--- src/sv/drpc_pkg.sv ---
// Shared types and constants for the dirty rectangle present copier.
// Used by drpc_clip and dirty_rect_present_copier; depends on nothing.
`timescale 1ns / 1ps
`default_nettype none

package drpc_pkg;

  // Rectangle list
  localparam int MAX_RECTS = 64;
  localparam int CNT_W     = $clog2(MAX_RECTS + 1);
  localparam int IDX_W     = (MAX_RECTS > 1) ? $clog2(MAX_RECTS) : 1;
  localparam logic [CNT_W-1:0] MAX_CNT = CNT_W'(MAX_RECTS);

  // Field widths
  localparam int COORD_W  = 16;
  localparam int DIM_W    = 13;
  localparam int STRIDE_W = 14;
  localparam int SRC_W    = 24;
  localparam int DST_W    = 25;

  // Configuration port
  localparam int ADDR_W = 4;
  localparam int DATA_W = 32;
  localparam logic [1:0] REG_SCREEN_WIDTH  = 2'd0;
  localparam logic [1:0] REG_SCREEN_HEIGHT = 2'd1;
  localparam logic [1:0] REG_DEST_STRIDE   = 2'd2;

  localparam logic [DIM_W-1:0]    SCREEN_WIDTH_RST  = 13'd1024;
  localparam logic [DIM_W-1:0]    SCREEN_HEIGHT_RST = 13'd768;
  localparam logic [STRIDE_W-1:0] DEST_STRIDE_RST   = 14'd1024;

  typedef enum logic [1:0] {
    FUNC_MARK     = 2'd0,
    FUNC_MARK_ALL = 2'd1,
    FUNC_PRESENT  = 2'd2,
    FUNC_TICK     = 2'd3
  } func_t;

  typedef struct packed {
    logic signed [COORD_W-1:0] x;
    logic signed [COORD_W-1:0] y;
    logic signed [COORD_W-1:0] w;
    logic signed [COORD_W-1:0] h;
  } rect_t;

  // Clipped bounds: columns x0 .. x1-1 and rows y0 .. y1-1.
  typedef struct packed {
    logic [DIM_W-1:0] x0;
    logic [DIM_W-1:0] y0;
    logic [DIM_W-1:0] x1;
    logic [DIM_W-1:0] y1;
  } bounds_t;

  typedef struct packed {
    logic    nonempty;
    bounds_t bounds;
  } clip_t;

endpackage

`default_nettype wire

--- src/sv/drpc_clip.sv ---
// Clips one stored rectangle against the screen and reports whether anything is left.
// Depends on drpc_pkg for the rectangle and bounds types.
`timescale 1ns / 1ps
`default_nettype none

module drpc_clip (
  input  drpc_pkg::rect_t            rect,
  input  logic [drpc_pkg::DIM_W-1:0] screen_width,
  input  logic [drpc_pkg::DIM_W-1:0] screen_height,
  output drpc_pkg::clip_t            clip
);

  logic signed [drpc_pkg::COORD_W:0] x_lo, x_end, x_hi, sw_s;
  logic signed [drpc_pkg::COORD_W:0] y_lo, y_end, y_hi, sh_s;

  // The far edge of the rectangle does not move when a negative origin is
  // pulled to zero, so it is simply the sum of origin and extent.
  assign x_lo  = rect.x[drpc_pkg::COORD_W-1] ? '0 : {1'b0, rect.x};
  assign y_lo  = rect.y[drpc_pkg::COORD_W-1] ? '0 : {1'b0, rect.y};
  assign x_end = {rect.x[drpc_pkg::COORD_W-1], rect.x} + {rect.w[drpc_pkg::COORD_W-1], rect.w};
  assign y_end = {rect.y[drpc_pkg::COORD_W-1], rect.y} + {rect.h[drpc_pkg::COORD_W-1], rect.h};
  assign sw_s  = {{(drpc_pkg::COORD_W + 1 - drpc_pkg::DIM_W){1'b0}}, screen_width};
  assign sh_s  = {{(drpc_pkg::COORD_W + 1 - drpc_pkg::DIM_W){1'b0}}, screen_height};
  assign x_hi  = (x_end > sw_s) ? sw_s : x_end;
  assign y_hi  = (y_end > sh_s) ? sh_s : y_end;

  always_comb begin
    clip.nonempty  = (x_hi > x_lo) && (y_hi > y_lo);
    clip.bounds.x0 = x_lo[drpc_pkg::DIM_W-1:0];
    clip.bounds.y0 = y_lo[drpc_pkg::DIM_W-1:0];
    clip.bounds.x1 = x_hi[drpc_pkg::DIM_W-1:0];
    clip.bounds.y1 = y_hi[drpc_pkg::DIM_W-1:0];
  end

endmodule

`default_nettype wire

--- config.mk ---
export PLATFORM = sky130hd
export DESIGN_NAME = drpc_clip
export DESIGN_NICKNAME = d
export VERILOG_FILES = /design/src/sv/drpc_pkg.sv /design/src/sv/drpc_clip.sv
export SDC_FILE = /design/constraint.sdc
export NUM_CORES = 1
export LEC_CHECK = 0
export BUFFER_PORTS_ARGS = -buffer_cell sky130_fd_sc_hd__buf_2
export CORE_ASPECT_RATIO = 0.6
export CORE_MARGIN = 5
export CORE_UTILIZATION = 55
export DETAILED_ROUTE_END_ITERATION = 7
export PLACE_DENSITY = 0.9
export SYNTH_ARGS = -nofsm -noshare
export SYNTH_HDL_FRONTEND = slang
export SYNTH_SLANG_ARGS = --single-unit
export TNS_END_PERCENT = 20
--- constraint.sdc ---
create_clock -name vclk -period 9.5
set_input_delay 0.475 -clock vclk [all_inputs]
set_output_delay 0.475 -clock vclk [all_outputs]
set_load 0.02 [all_outputs]
Word level (Yosys, flattened, before mapping)
Cells that the tools add are included.
{ "totals": {"register_bits": 0, "latchBits": 0, "ram_bits": 0, "romBits": 0, "inputBits": 90, "out_inout_bits": 53, "elab_cells": 11, "n_memories": 0} }
{ "op_classes": {"n_addsub": 2, "multipliers": 0, "div_mod_pow": 0, "magnitude_cmp": 4, "n_eq_ne": 0, "n_shift": 0, "muxes": 4, "bitwise": 0, "reduce_logical": 1} }
{ "ops": {"columns": ["operator", "n"], "rows": [
  ["16-bit by 16-bit adder with 17-bit output", 2],
  ["17-bit by 14-bit > comparator with 1-bit output", 2],
  ["17-bit by 16-bit > comparator with 1-bit output", 2],
  ["17-bit 2-to-1 mux", 2],
  ["15-bit 2-to-1 mux", 2],
  ["1-bit logical AND", 1]
]} }

Depth between registers and ports, before layout
{ "depth": {"depth_word": 5, "depth_mapped": 29, "mapped_depth_nobuf": 28} }

Worst setup path before layout
OpenSTA, ideal clock, no wires.
{ "synth_path": {"path_kind": "input to output", "startpoint": "in rect[0] (netlist bit)", "endpoint": "out clip[52] (netlist bit)", "t_arrival_ns": 5.314, "required_ns": 9.025, "setup_slack_ns": 3.711, "stages": 28, "n_path_buf": 1, "cell_sequence": "ha_1 > fa_1 > a21oi_1 > nor2b_1 > o21ai_0 > a21oi_1 > a21o_1 > a21o_1 > a311oi_1 > xnor2_1 > ha_1 > nand4_1 > nor3_1 > a211oi_1 > a31oi_1 > a221oi_2 > a21oi_2 > buf_6 > mux2_4 > ha_1 > nor2b_1 > o21ai_0 > nand2b_1 > a21oi_1 > o211ai_1 > nand2b_1 > a31oi_1 > and4_1"} }
{ "synth_lines": {"columns": ["item", "line_no", "text"], "rows": [
  ["from (decl)", "drpc_clip.sv:7", "input drpc_pkg::rect_t rect,"],
  ["to (decl)", "drpc_clip.sv:10", "output drpc_pkg::clip_t clip"]
]} }

==> key figures <==
Detailed routing
  • Wire per inst: approximately 16 um
  • Via-to-Cell Ratio: ~5.7
  • Final WL: 10.6 mm
  • 1st-pass router iterations: 4
  • Residual DRC: 0
  • DRT iter0 DRCs: roughly 270
  • Vias: ~3700
  • Number of antenna-violating nets in the routed design: 0

Global routing
  • Global-route wire length before repair: 17.2 mm
  • GRT Resource Usage Total: 25.4%
  • Largest net degree at the start of global routing: 17
  • Initial antenna violation count: 0
  • Remaining Overflow, GRT: 0
  • Vias in the first global route: 3684

Cells and area
  • Register area: 0 um^2
  • Seq cells: 0
  • CLK BUF: 0
  • Post-layout util: about 69%
  • ANT cells: 0
  • Share of post-route cells with drive strength above 1: 31.2%
  • Area Growth Syn to Fin: 23.1%
  • Nets: 756

Power
  • Max VDD drop: 0.0558 mV
  • Clk pwr share: 0%
  • Sw Ratio: 56.2%
  • Logic pwr share: 100.0%
  • Static Leak: 2.44 nW
  • P per Cell Area: 102 mW/mm^2
  • Flop pwr share: 0%
  • Psw: 0.238 mW
  • Internal power: roughly 0.19 mW

Timing
  • Fmax: 142 MHz
  • Setup violations, final: 0
  • Final period util: 74.3%
  • Final min period: 7.06 ns
  • Worst rel slew slack: 29.4%
  • Setup tns final: 0 ns
  • Endpoints failing hold: 0
  • RSZ-0062 raised after global routing: false
  • Max-slew violations: 0
  • Slew @ Worst Pin: 1.06 ns

Placed design
  • Port Buffers: 143
  • HPWL after DPL: 9.50 mm
  • GPL Wtd Cong: 0.901

Die
  • Ports: 143
  • Number of cell rows: 22
  • Die height: around 71 um
  • Die X: 111 um
  • Die Area: around 0.0079 mm^2
  • Initial Util: 56.0%
  • Core Footprint: 0.00603 mm^2

Clock tree
  • Post-CTS setup buffers: 0
  • CTS Hold Bufs: 0
  • PostCTS Resize Cnt: 0

Synth
  • Distinct cells, synth: 47
  • Most common cell in the synthesized netlist: ha_1
  • Syn Nets: 615
  • Synth Area per Inst: 7.77 um^2
  • Syn. warnings: 0
  • Cell taking the most area after synthesis: ha_1
  • Post-synthesis cell count: 435
  • Post-Syn Area: 0.00338 mm^2
  • Synth cell count leaders: ha_1 (88), inv_1 (55), a21oi_1 (32), nand2b_1 (32)
  • Top cells by area, synth: ha_1 (33%), mux2_4 (8.0%), inv_1 (6.1%), nand2b_1 (5.9%), a21oi_1 (4.7%)
  • Top-area cell type share of the netlist area: 32.6%
  • Sequential area share after synthesis: 0%

Worst setup path
  • Setup CP Type: input port to output pin
  • Worst Path Max Fanout: 14
  • Critical Path AT: 6.58 ns
  • CP max stage delay: 0.81 ns
  • CP required: around 9 ns
  • CP max-delay cell: a21oi_2
  • Worst Setup End Kind: output pin
  • Crit start category: input port

Worst hold path
  • Worst Hold Class: input port to output pin
  • Hold Path Depth: 4
  • Hold Startpoint: rect[42]
  • WHS Endpoint: clip[36]

Run
  • Max_cap viols: 0

Status
  • Status: complete, no violations
## cells by family (layout without fill, tap and decap cells)
kind of cell | Yosys count | after routing | synth area share [%]
and+or+nand+nor | 124 | 124 | 19.9
AOI/OAI and AO/OA | 109 | 109 | 21.4
adders and majority gates | 90 | 90 | 33.8
buffers and inverters | 59 | 198 | 7.26
muxes | 28 | 28 | 11.3
xor gates and xnor gates | 25 | 25 | 6.48
## stage by stage
| step | instance area, um^2 | worst slack [ns] | hold WS, ns | cells | total power, mW |
|---|---|---|---|---|---|
| 2_1_floorplan | 3380 | 3.71 | 1.11 | 435 | 0.303 |
| 3_3_place_gp | 4160 | 2.91 | 1.31 | 658 | 0.401 |
| 4_1_cts | 4160 | 2.57 | 1.31 | 658 | 0.419 |
| 5_1_grt | 4160 | 2.09 | 1.34 | 658 | 0.467 |
| 3_5_place_dp | 4160 | 2.61 | 1.31 | 658 | 0.416 |
| 6_report | 4160 | 2.44 | 1.31 | 658 | 0.424 |
## critical path: cells and delay by family
family                     cells  cell delay [ns]
adders and majority gates      4             1.29
xor gates and xnor gates       1             0.17
and+or+nand+nor                7             0.98
muxes                          1             0.37
buffers and inverters          2             0.26
AOI/OAI and AO/OA             14             3.01
## cell type report
| class | count | area, um^2 |
|---|---|---|
| timing repair buffer | 143 | 716 |
| multi-input combinational | 376 | 3130 |
| fill | 493 | 1870 |
| inverter | 55 | 206 |
| tap | 84 | 105 |
## worst max-delay path by stage
stage | startpoint | end | cells after the start
2_1_floorplan | rect[0] | clip[52] | 28
3_3_place_gp | rect[0] | clip[52] | 29
3_5_place_dp | rect[0] | clip[52] | 29
4_1_cts | rect[0] | clip[52] | 29
5_1_grt | rect[0] | clip[52] | 29
6_report | rect[0] | clip[52] | 29
## power groups by stage
| stage | sequential [mW] | combinational [mW] | clock [mW] |
|---|---|---|---|
| 3_3_place_gp | 0 | 0.401 | 0 |
| 5_1_grt | 0 | 0.467 | 0 |
| 4_1_cts | 0 | 0.419 | 0 |
| 6_report | 0 | 0.424 | 0 |
| 3_5_place_dp | 0 | 0.416 | 0 |
| 2_1_floorplan | 0 | 0.303 | 0 |
## placed cells by master (no fill, tap or decap), types with 7 or more instances in the layout
master,netlist,layout
buf_2,0,143
nand4_1,9,9
nor2_1,16,16
nand2b_1,32,32
nor3_1,7,7
nand3_1,7,7
o21ai_0,22,22
nand2_1,22,22
a211oi_1,7,7
a21o_1,16,16
and3_1,7,7
mux2_4,18,18
ha_1,88,88
a21oi_1,32,32
inv_1,55,55
mux2_2,8,8
xnor2_1,13,13
xor2_1,12,12
nor2b_1,14,14
## per-layer routing
metal	global-route usage (%)	share of wire [%]	vias to the layer above	wire length (um)
met5	0	0	-	0
met4	2.29	0.35	0	37
met3	3.76	5.9	4	626
met2	42.4	44	122	4700
met1	36.3	49	1759	5250
li1	-	-	1855	-
(Power assumes the default switching activity.)
